--- src/hdl/text_console_cursor_engine_macros.svh ---
// ----------------------------------------------------------------------------
// Text console cursor engine assertion macros
// Shorthand for clocked implication checks, disabled while reset is active.
// ----------------------------------------------------------------------------
`ifndef TEXT_CONSOLE_CURSOR_ENGINE_MACROS_SVH
`define TEXT_CONSOLE_CURSOR_ENGINE_MACROS_SVH

// The consequent must hold in the same cycle as the antecedent.
`define TCCE_CHECK_SAME(label, ante, cons) \
    label: assert property (@(posedge clk) disable iff (!rst_n) (ante) |-> (cons)) \
        else $error("text console check failed");

// The consequent must hold in the cycle after the antecedent.
`define TCCE_CHECK_NEXT(label, ante, cons) \
    label: assert property (@(posedge clk) disable iff (!rst_n) (ante) |=> (cons)) \
        else $error("text console check failed");

`endif

--- src/hdl/tcce_pkg.sv ---
// ----------------------------------------------------------------------------
// Text console package
// Shared types and character codes of the text console cursor engine.
// ----------------------------------------------------------------------------
package tcce_pkg;

    // Operation code carried with every input item.
    typedef logic [1:0] func_t;

    localparam func_t FUNC_PUT   = 2'd0;
    localparam func_t FUNC_CLEAR = 2'd1;
    localparam func_t FUNC_READ  = 2'd2;

    // Character codes with a meaning of their own.
    localparam logic [7:0] BLANK_CHAR     = 8'h20;
    localparam logic [7:0] NEWLINE_CHAR   = 8'h0A;
    localparam logic [7:0] BACKSPACE_CHAR = 8'h08;

    // Attribute byte after reset.
    localparam logic [7:0] COLOR_AT_RESET = 8'h0F;

    // One screen cell: attribute in the high byte, character in the low byte.
    typedef struct packed {
        logic [7:0] color;
        logic [7:0] chr;
    } cell_t;

    // What a put operation asks of the cell store.
    typedef struct packed {
        logic write;
        logic scroll;
    } put_ctl_t;

endpackage

--- src/hdl/tcce_cursor.sv ---
// ----------------------------------------------------------------------------
// Text console cursor
// Holds the cursor as row, column and linear cell address, and works out
// the cursor move, the cell write and the need to scroll for a put byte.
// ----------------------------------------------------------------------------
module tcce_cursor #(
    parameter int COLUMNS = 80,
    parameter int ROWS    = 25,
    localparam int COL_W  = $clog2(COLUMNS),
    localparam int ROW_W  = $clog2(ROWS),
    localparam int ADDR_W = $clog2(ROWS * COLUMNS)
) (
    input  logic                clk,
    input  logic                rst_n,
    input  logic                put_en,
    input  logic                clear_en,
    input  logic [7:0]          char_code,
    output logic [ROW_W-1:0]    row,
    output logic [COL_W-1:0]    col,
    output logic [ADDR_W-1:0]   addr,
    output logic [ROW_W-1:0]    row_next,
    output logic [COL_W-1:0]    col_next,
    output logic [ADDR_W-1:0]   wr_addr,
    output tcce_pkg::put_ctl_t  ctl
);
    import tcce_pkg::*;

    localparam int LAST_BASE = (ROWS - 1) * COLUMNS;

    logic [ROW_W-1:0]  row_reg;
    logic [COL_W-1:0]  col_reg;
    logic [ADDR_W-1:0] addr_reg;
    logic [ROW_W-1:0]  put_row;
    logic [COL_W-1:0]  put_col;
    logic [ADDR_W-1:0] put_addr;
    logic [ADDR_W-1:0] addr_next;
    logic              is_bs;
    logic              is_nl;
    logic              is_print;
    logic              last_row;
    logic              last_col;

    assign is_bs    = (char_code == BACKSPACE_CHAR);
    assign is_nl    = (char_code == NEWLINE_CHAR);
    assign is_print = (char_code >= BLANK_CHAR) && !char_code[7];
    assign last_row = (row_reg == ROW_W'(ROWS - 1));
    assign last_col = (col_reg == COL_W'(COLUMNS - 1));

    // Cursor move for one put byte.
    always_comb
    begin
        put_row    = row_reg;
        put_col    = col_reg;
        put_addr   = addr_reg;
        ctl.write  = 1'b0;
        ctl.scroll = 1'b0;
        if (is_bs)
        begin
            // Step back, wrapping to the previous row; the home cell stays put.
            ctl.write = 1'b1;
            if (col_reg != '0)
            begin
                put_col  = col_reg - COL_W'(1);
                put_addr = addr_reg - ADDR_W'(1);
            end
            else if (row_reg != '0)
            begin
                put_row  = row_reg - ROW_W'(1);
                put_col  = COL_W'(COLUMNS - 1);
                put_addr = addr_reg - ADDR_W'(1);
            end
        end
        else if (is_nl || is_print)
        begin
            ctl.write = is_print;
            if (is_nl || last_col)
            begin
                put_col = '0;
                if (last_row)
                begin
                    ctl.scroll = 1'b1;
                    put_addr   = ADDR_W'(LAST_BASE);
                end
                else
                begin
                    put_row  = row_reg + ROW_W'(1);
                    put_addr = addr_reg - ADDR_W'(col_reg) + ADDR_W'(COLUMNS);
                end
            end
            else
            begin
                put_col  = col_reg + COL_W'(1);
                put_addr = addr_reg + ADDR_W'(1);
            end
        end
    end

    // A backspace blanks the cell it lands on, a printable byte its own cell.
    assign wr_addr = is_bs ? put_addr : addr_reg;

    // Next cursor: clear homes it, a put moves it.
    always_comb
    begin
        priority if (clear_en)
        begin
            row_next  = '0;
            col_next  = '0;
            addr_next = '0;
        end
        else if (put_en)
        begin
            row_next  = put_row;
            col_next  = put_col;
            addr_next = put_addr;
        end
        else
        begin
            row_next  = row_reg;
            col_next  = col_reg;
            addr_next = addr_reg;
        end
    end

    // Cursor registers.
    always_ff @(posedge clk or negedge rst_n)
    begin
        if (!rst_n)
        begin
            row_reg  <= '0;
            col_reg  <= '0;
            addr_reg <= '0;
        end
        else
        begin
            row_reg  <= row_next;
            col_reg  <= col_next;
            addr_reg <= addr_next;
        end
    end

    assign row  = row_reg;
    assign col  = col_reg;
    assign addr = addr_reg;

endmodule

--- config.mk ---
export PLATFORM = sky130hd
export DESIGN_NAME = tcce_cursor
export DESIGN_NICKNAME = d
export VERILOG_FILES = /design/src/hdl/text_console_cursor_engine_macros.svh /design/src/hdl/tcce_pkg.sv /design/src/hdl/tcce_cursor.sv
export SDC_FILE = /design/constraint.sdc
export NUM_CORES = 1
export LEC_CHECK = 0
export BUFFER_PORTS_ARGS = -buffer_cell sky130_fd_sc_hd__buf_2
export CAP_MARGIN = 25
export CORE_AREA = 2 2 75 77
export CTS_BUF_LIST = sky130_fd_sc_hd__clkbuf_2 sky130_fd_sc_hd__clkbuf_4 sky130_fd_sc_hd__clkbuf_8
export DETAILED_ROUTE_END_ITERATION = 10
export DIE_AREA = 0 0 77 79
export PLACE_DENSITY_LB_ADDON = 0.3
export SYNTH_ARGS = -nofsm -noshare
export SYNTH_HDL_FRONTEND = slang
export SYNTH_SLANG_ARGS = --single-unit
--- constraint.sdc ---
create_clock -name clk -period 5.8 [get_ports clk]
set_clock_uncertainty 0.05 [all_clocks]
set_input_delay 0 -clock clk [delete_from_list [all_inputs] [get_ports clk]]
set_output_delay 0 -clock clk [all_outputs]
set_load 0.01 [all_outputs]
Word-level counts from Yosys, hierarchy flattened:

Index checks and enable logic that the tools add are counted.

* reductions and logical operators: 7
* equal/unequal tests: 4
* order comparisons: 1
* multiplexer cells: 29
* $add $sub $neg: 8

Operator list (count)
* two-way mux 11 bit: 9
* two-way mux 7 bit: 7
* two-way mux 5 bit: 8
* == test 8 x 4 -> 1 bit, second input constant: 2
* adder 11 x 1 -> 11 bit, second input constant: 1
* adder 11 x 7 -> 11 bit, second input constant: 1
* subtractor 11 x 1 -> 11 bit, second input constant: 1
* subtractor 11 x 7 -> 11 bit: 1
* >= comparator 8 x 6 -> 1 bit, second input constant: 1
* adder 7 x 1 -> 7 bit, second input constant: 1
* == test 7 bit, second input constant: 1
* nonzero test 7 bit: 1
* subtractor 7 x 1 -> 7 bit, second input constant: 1
* adder 5 x 1 -> 5 bit, second input constant: 1
* == test 5 bit, second input constant: 1
* nonzero test 5 bit: 1
* subtractor 5 x 1 -> 5 bit, second input constant: 1
* two-way mux 1 bit: 4
* logical OR 1 bit: 2
* two-way mux 2 bit: 1
* nonzero test 2 bit: 1
* logical AND 1 bit: 1
* logical NOT 1 bit: 1

* register bits: 23
* output and inout port bits: 48
* bits of input ports: 12
* word-level logic and storage cells: 52

Depth between registers and ports, before layout:

Gate-level depths: netlist of the first run.

* word-level depth: 8
* depth in mapped cells: 14
* depth with buffers taken out: 13

Least setup slack after synthesis of the first run:

No wires, ideal clock.

* path kind: flip-flop to flip-flop
* from: register addr_reg[0] (netlist: addr[0])
* to: register addr_reg[5] (netlist: addr[5])
* path buffers: 1
* data required time: 5.632 ns
* slack: 3.068 ns
* clock period less this slack: 2.732 ns
* setup time: 0.118 ns
* stages on the path, launching flop included: 15
* data arrival time: 2.564 ns
* cells stage by stage: dfrtp_1 -> clkbuf_1 -> inv_1 -> ha_1 -> inv_1 -> ha_1 -> inv_1 -> fa_1 -> nand2b_1 -> a21oi_1 -> xnor2_1 -> o21ai_0 -> a221oi_1 -> a211oi_1 -> a21o_1

* word-level cells in the longest chain between the ends: 8
* elaborated cells on any way between the ends: 12
* those cells by class: add/sub: 4; mux: 8

Ends and longest elaborated chain
* from (decl): RTL line tcce_cursor.sv:32 `logic [ADDR_W-1:0] addr_reg;`
* from (signal assigned): RTL line tcce_cursor.sv:137 `addr_reg <= addr_next;`
* subtractor 11 x 7 -> 11 bit: RTL line tcce_cursor.sv:87 `put_addr = addr_reg - ADDR_W'(col_reg) + ADDR_W'(COLUMNS);`
* adder 11 x 7 -> 11 bit: RTL line tcce_cursor.sv:87
* two-way mux 11 bit: RTL line tcce_cursor.sv:79 `if (last_row)`
* two-way mux 11 bit: RTL line tcce_cursor.sv:76 `if (is_nl || last_col)`
* two-way mux 11 bit: RTL line tcce_cursor.sv:73 `else if (is_nl || is_print)`
* two-way mux 11 bit *: RTL line tcce_cursor.sv:57 `if (is_bs)`
* two-way mux 11 bit *: RTL line tcce_cursor.sv:110 `else if (put_en)`
* two-way mux 11 bit *: RTL line tcce_cursor.sv:104 `priority if (clear_en)`

Every way passes the cells marked *; elsewhere a longest branch is shown, timed or not. The select of a mux whose other input is x is not followed.
A chain may end at the register's enable or synchronous reset.

Final worst setup path of the first run:

* from: register col_reg[0] (netlist: col[0])
* to: output port col_next[5]

* word-level cells in the longest chain between the ends: 7
* elaborated cells on any way between the ends: 11
* those cells by class: add/sub: 2; eq/ne: 1; mux: 6; reduce/logical: 2

Ends and longest elaborated chain
* from (decl): RTL line tcce_cursor.sv:31 `logic [COL_W-1:0] col_reg;`
* from (signal assigned): RTL line tcce_cursor.sv:136 `col_reg <= col_next;`
* parallel branches: the longest is 4 deep, another holds adder 7 x 1 -> 7 bit
* two-way mux 7 bit *: RTL line tcce_cursor.sv:57
* two-way mux 7 bit *: RTL line tcce_cursor.sv:110
* two-way mux 7 bit *: RTL line tcce_cursor.sv:104
* to (decl): RTL line tcce_cursor.sv:22 `output logic [COL_W-1:0] col_next,`

Every way passes the cells marked *.

==> results of run 1 <==
==> worst max-delay path, delay by kind of cell (launching register included) <==
kind / cells / cell delay [ns]
AOI/OAI and AO/OA: 4 / 0.92
adders and majority gates: 1 / 0.23
buffers and inverters: 1 / 0.16
DFF: 1 / 0.52
and+or+nand+nor: 3 / 0.71
==> power groups by stage <==
stage          clock, mW  combinational, mW  sequential [mW]
2_1_floorplan          0             0.0831            0.170
3_3_place_gp           0              0.112            0.172
3_5_place_dp           0              0.114            0.172
4_1_cts            0.112              0.115            0.169
5_1_grt            0.117              0.130            0.170
6_report           0.113              0.117            0.169
==> metrics by stage <==
stage               std cells  area [um^2]  hold WS (ns)  worst slack (ns)   util
floorplan                 411         3030        -0.346              3.07      -
global placement          518         3290       -0.0201              3.10  0.617
detailed placement        518         3290       -0.0223              2.99  0.617
CTS                       523         3350        0.0846              2.98  0.627
global route              523         3350         0.100              2.68  0.627
finish                    523         3350        0.0996              2.93  0.627
==> cells in the final DEF (no fill, tap or decap), types with 8 or more instances in the layout <==
| cell type | instances |
|---|---|
| o22ai_1 | 8 |
| xor2_1 | 8 |
| buf_2 | 59 |
| o21ai_0 | 26 |
| nor2_1 | 40 |
| a211oi_1 | 11 |
| nand2_1 | 40 |
| xnor2_1 | 20 |
| inv_1 | 27 |
| nand3_1 | 16 |
| ha_1 | 27 |
| nor3_1 | 12 |
| dfrtp_1 | 23 |
| nand4_1 | 10 |
| a21o_1 | 9 |
| a21oi_1 | 32 |
==> per-layer routing <==
metal,part of all wire,vias up,GRT usage
met4,0.017,0,0.0821
met5,0,-,0
li1,-,1567,-
met3,0.083,15,0.0420
met2,0.48,167,0.516
met1,0.42,1541,0.396
==> worst paths after layout <==
check | to | slack [ns] | cells past startpoint
max in group asynchronous | col[3] | 5.11 | 2
hold / removal | col[2] | 0.1 | 2
hold reg to reg | addr[1] | 0.62 | 2
min in group asynchronous | addr[7] | 0.20 | 2
setup / recovery | col_next[5] | 2.93 | 9
setup reg to reg | addr[5] | 2.96 | 13
==> cells by family after synthesis <==
group | synth area share
AND/OR/NAND/NOR | 0.252
AO/OA/AOI/OAI | 0.270
buffers and inverters | 0.0756
XOR/XNOR | 0.0810
adder cells (fa/ha/maj) | 0.118
flip-flops | 0.190
multiplexers | 0.0136
==> cell type report <==
| class | instances | area share |
|---|---|---|
| Clock buffer | 3 | 0.0123 |
| Clock inverter | 1 | 0.00149 |
| Inverter | 27 | 0.0303 |
| Multi-Input combinational cell | 336 | 0.664 |
| Sequential cell | 23 | 0.172 |
| Tap cell | 72 | 0.0269 |
| Timing Repair Buffer | 61 | 0.0934 |
==> summary.md, run 1 <==
| Metric | Value |
|---|---|
| Sequential power share | `0.424` |
| Initial Util | `0.567` |
| Rel. slew slack | `0.410` |
| Class of the most critical setup path | `reg -> out` |
| Max FFs per register | `11` |
| CTS Buffer Depth | `2` |
| Site row count | `27` |
| Post-synth EDFFs | `0` |
| Post-synthesis async set-or-reset flop share | `1.00` |
| Int Pwr | `0.254 mW` |
| Total track usage | `0.300` |
| CTS resizes | `0` |
| Die area | `6080 um^2` |
| CP startpoint | `col[0]` |
| Post-layout min period | `2.87 ns` |
| Sw Ratio | `0.363` |
| Max-Cap Viols | `0` |
| Clock-pin slew on the worst setup and hold paths | `0.10 ns` |
| Final setup viols | `0` |
| Clk_lat worst skew | `0.28 ns` |
| Router iterations before antenna repair | `5` |
| Post-DRT Antenna Nets | `0` |
| RSZ-0062 raised after global routing | `false` |
| Via density | `6.29` |
| Std-Cell Core Area | `5340 um^2` |
| Combinational power share | `0.294` |
| VDD IR max | `0.101 mV` |
| Hold/Removal Path Class | `in -> reg` |
| I/O Buffers | `59` |
| Final Max Slew Viols | `0` |
| CTS hold repair buffers | `1` |
| PnR Total Power | `0.399 mW` |
| # DRC | `0` |
| Max Fclk | `0.349 GHz` |
| Area Overhead vs Synth | `10.6%` |
| Most used DFF post-synth | `dfrtp_1` |
| Die X | `77 um` |
| Setup bufs post-CTS | `0` |
| Synthesized area per cell | `7.36 um^2` |
| Syn Nets | `451` |
| Commonest cells post-synth | `nand2_1, nor2_1, a21oi_1` |
| WP data required | `5.75 ns` |
| Startpoint type of the worst setup path | `flop` |
| Top-area cell type share of the netlist area | `0.190` |
| Post-synthesis sequential area ratio | `0.190` |
| Seq cells post-synth | `23` |
| Final hold vios | `0` |
| Ant diodes | `0` |
| Root Buffer | `clkbuf_8` |
| Total gr overflow | `0` |
| CP max-delay cell | `dfrtp_1` |
| Actual slew at the worst max-slew pin | `0.884 ns` |
| DR iter-0 viols | `295` |
| Largest net degree at the start of global routing | `26` |
| Clock network power share | `0.282` |
| Multi-input logic area | `2220 um^2` |
| Final GP Congestion | `0.928` |
| Reg2reg start | `addr[0]` |
| Outcome | `completed` |
| Lkg Pwr | `1.65 nW` |
| Post-Syn Area | `3030 um^2` |
| Via Count | `3290` |
| Final net count | `492` |
| Filler cell count | `524` |
| Crit path largest cell delay | `0.52 ns` |
| CTS buffer count | `3` |
| H-tree depth | `1` |
| Chip height | `79 um` |
| FF/Latch Area | `576 um^2` |
| Switch Pwr | `0.145 mW` |
| P per Cell Area | `119 nW/um^2` |
| Synth cell types | `63` |
| Post-Route WL | `9020 um` |
| Dpl hpwl | `6570 um` |
| Share of cells above drive strength 1 | `0.177` |
| Worst path arrival time | `2.82 ns` |
| Largest cells by area after synthesis | `dfrtp_1, ha_1, xnor2_1` |
| # clock sinks | `23` |
| Yosys top cell by area | `dfrtp_1` |
| Mapped Cells | `411` |
| Hold Startpoint | `clear_en` |
| CP Max Fanout | `9` |
| CP Cell Sequence | `ha_1 -> and3_2 -> nand3_1 -> o21ai_2 -> nor2_1 -> a211o_1 -> o21ai_0 -> a221oi_1 -> buf_2` |
| Final worst path period share | `0.495` |
| # IOs | `60` |
| Worst setup EP type | `primary output` |
| Yosys synthesis warning count | `0` |
| WL/cell | `17.2 um` |
| First-pass GRT wire length | `14700 um` |
| Initial antenna violation count | `0` |
| CTS tree | `built` |
| Number of global-route vias before repair | `2997` |
| Setup TNS | `0 ns` |
No activity file was read; power rests on OpenSTA's default activity.
==> inputs of run 2 (changes only) <==
Settings changed: CORE_AREA 2 2 75 77 to 2 2 80 82, DIE_AREA 0 0 77 79 to 0 0 82 84.
Clock period 5.8 ns to 2.3 ns, I/O delays scaled along.
==> run 2 against run 1 <==
Against the previous run: critical endpoint unchanged; cell area increased by 33%; first-iteration DRC count increased by 49%; sequential share of layout area decreased by 4.2 points; total power increased to 3.0 times the previous value; cell count increased by 16%; sequential power increased by 150%; utilization increased by 10 points; the run now ends with negative setup slack left; die area increased by 13%; critical path type unchanged; via count increased by 19%; worst setup slack got worse by 3.3 ns.
==> summary.md, run 2 (synthesized netlist as in run 1, its figures left out) <==
| Metric | Value |
|---|---|
| Share of cells above drive strength 1 | `0.436 (+0.258)` |
| CTS buffer count | `3 (unchanged)` |
| Chip height | `84 um (+6.3%)` |
| Clk_lat worst skew | `0.29 ns (about the same)` |
| Int Pwr | `0.747 mW (+190%)` |
| Post-DRT Antenna Nets | `0 (unchanged)` |
| Worst hold endpoint | `addr[8]` |
| Final worst slack | `-0.408 ns (-3.34 ns)` |
| Root Buffer | `clkbuf_8` |
| Die X | `82 um (+6.5%)` |
| Sw Ratio | `0.382 (+0.0196)` |
| Final GP Congestion | `0.932 (+0.44%)` |
| P per Cell Area | `271 nW/um^2 (+130%)` |
| Hold Startpoint | `clear_en` |
| Hold/Removal Path Class | `in -> reg` |
| First-pass GRT wire length | `18300 um (+24%)` |
| Final hold vios | `0 (unchanged)` |
| Dpl hpwl | `8180 um (+25%)` |
| Max FFs per register | `11 (unchanged)` |
| Area Overhead vs Synth | `47.4%` |
| Worst r2r dst | `addr[7]` |
| Final setup viols | `29 (+29)` |
| Switch Pwr | `0.463 mW (+220%)` |
| WL/cell | `20.4 um (+18%)` |
| Initial Util | `0.497 (-0.0705)` |
| Clock-pin slew on the worst setup and hold paths | `0.11 ns (about the same)` |
| Final Max Slew Viols | `0 (unchanged)` |
| Fin area | `4460 um^2 (+33%)` |
| Most common cell after layout, fill and taps aside | `buf_4` |
| Worst path arrival time | `2.66 ns (-0.16 ns)` |
| RSZ-0062 raised after global routing | `true` |
| H-tree depth | `1 (unchanged)` |
| Post-layout min period | `2.71 ns` |
| Failing checks | `negative setup slack` |
| Clock network power share | `0.247 (-0.035)` |
| Commonest non-fill, non-tap cells in the layout | `buf_4, buf_2, nor2_1, nand2_1, a21oi_1` |
| Post-Route WL | `12400 um (+37%)` |
| Largest net degree at the start of global routing | `24 (-7.7%)` |
| WP data required | `2.25 ns (-3.50 ns)` |
| Via density | `6.46 (+2.7%)` |
| Non-Filler Instances | `607 (+16%)` |
| # IOs | `60 (unchanged)` |
| DR iter-0 viols | `440 (+49%)` |
| Worst setup EP type | `primary output` |
| Max Fclk | `0.369 GHz` |
| Std-Cell Core Area | `6100 um^2 (+14%)` |
| Reg2reg start | `col[0]` |
| Total gr overflow | `0 (unchanged)` |
| I/O Buffers | `59 (unchanged)` |
| CTS tree | `built` |
| Site row count | `29 (+7.4%)` |
| # clock sinks | `23 (unchanged)` |
| Actual slew at the worst max-slew pin | `0.658 ns (-0.226 ns)` |
| Outcome | `finished, violations left` |
| Final worst path period share | `1.18` |
| Ant diodes | `0 (unchanged)` |
| Total track usage | `0.340 (+0.0398)` |
| CP Max Fanout | `3 (-6)` |
| DP Area | `3820 um^2 (+16%)` |
| Combinational power share | `0.406 (+0.112)` |
| Max-Cap Viols | `0 (unchanged)` |
| Hold Slack | `0.109 ns (+0.00963 ns)` |
| Startpoint type of the worst setup path | `flop` |
| VDD IR max | `0.243 mV (+140%)` |
| Class of the most critical setup path | `reg -> out` |
| Worst Hold Path Cells | `2 (unchanged)` |
| # DRC | `0 (unchanged)` |
| Rel. slew slack | `0.561 (+0.152)` |
| Initial antenna violation count | `0 (unchanged)` |
| Via Count | `3923 (+19%)` |
| R2r worst-path depth | `13 (unchanged)` |
| R2R Setup Slk | `-0.25 ns (-3.21 ns)` |
| Sequential power share | `0.347 (-0.077)` |
| Die area | `6890 um^2 (+13%)` |
| Placed cells | `576 (+11%)` |
| Lkg Pwr | `2.13 nW (+29%)` |
| Number of global-route vias before repair | `3763 (+26%)` |
| Router iterations before antenna repair | `5 (unchanged)` |
| CTS Buffer Depth | `2 (unchanged)` |
| Final net count | `571 (+16%)` |
[run 2: changes by cell type in the layout (fill, tap and decap cells not counted), sizes merged]
cell / delta
buf: +79
[run 2: layer usage]
layer  GRT usage  vias up  routed length [um]
met5           0        -                   0
li1            -     1723                   -
met2       0.578      266                6040
met4       0.155        0                 560
met1       0.421     1871                4700
met3      0.0357       63                1080
[run 2: cell type report]
| class | count | area [um^2] |
|---|---|---|
| Timing Repair Buffer | 140 | 977 |
| Tap cell | 77 | 96.3 |
| Clock buffer | 3 | 41.3 |
| Fill cell | 448 | 1640 |
| Clock inverter | 1 | 5.00 |
| Sequential cell | 23 | 579 |
| Inverter | 27 | 109 |
| Multi-Input combinational cell | 336 | 2650 |
[run 2: worst max path at each step]
stage | start | endpoint | slack (ns)
5_1_grt | col[1] | row_next[3] | -0.45
6_report | col[1] | col_next[5] | -0.41
3_3_place_gp | addr[1] | addr[5] | -0.06
3_5_place_dp | addr[1] | addr[5] | -0.14
2_1_floorplan | addr[0] | addr[5] | -0.16
4_1_cts | col[1] | row_next[3] | -0.26
[run 2: worst max-delay path, stage by stage, from the launching register on]
cell and delay, ns:
dfrtp_2 0.44, inv_4 0.07, buf_6 0.10, ha_4 0.12, nor3b_4 0.28, nand2_2 0.14, buf_4 0.17, nand4_1 0.15
nor3_2 0.09, o21ai_0 0.22, o21ai_1 0.13, a221oi_2 0.28, buf_2 0.18
[run 2: stage by stage]
stage	util	setup WS [ns]	setup TNS (ns)	power (mW)
final	0.732	-0.408	-4.23	1.21
after floorplan	-	-0.158	-0.265	0.663
after global placement	0.627	-0.0629	-0.0866	0.790
after detailed placement	0.627	-0.144	-0.269	0.800
after CTS	0.702	-0.264	-1.78	1.14
after global routing	0.732	-0.453	-6.03	1.24
[run 2: power by group through the flow]
stage / Sequential, mW / Combinational, mW / Clock (mW)
CTS: 0.419 / 0.427 / 0.296
global placement: 0.426 / 0.364 / 0
global route: 0.420 / 0.519 / 0.305
floorplan: 0.430 / 0.233 / 0
detailed placement: 0.427 / 0.373 / 0
finish: 0.419 / 0.492 / 0.299
[run 2: repair_timing]
item | in CTS | in global routing
pin swaps | 34 | 36
gates cloned | 0 | 0
hold endpoints to repair | 23 | 0
buffers inserted | 20 | 11
gates resized for setup | 55 | 33
setup endpoints to repair | 23 | 36
hold buffers | 1 | 0
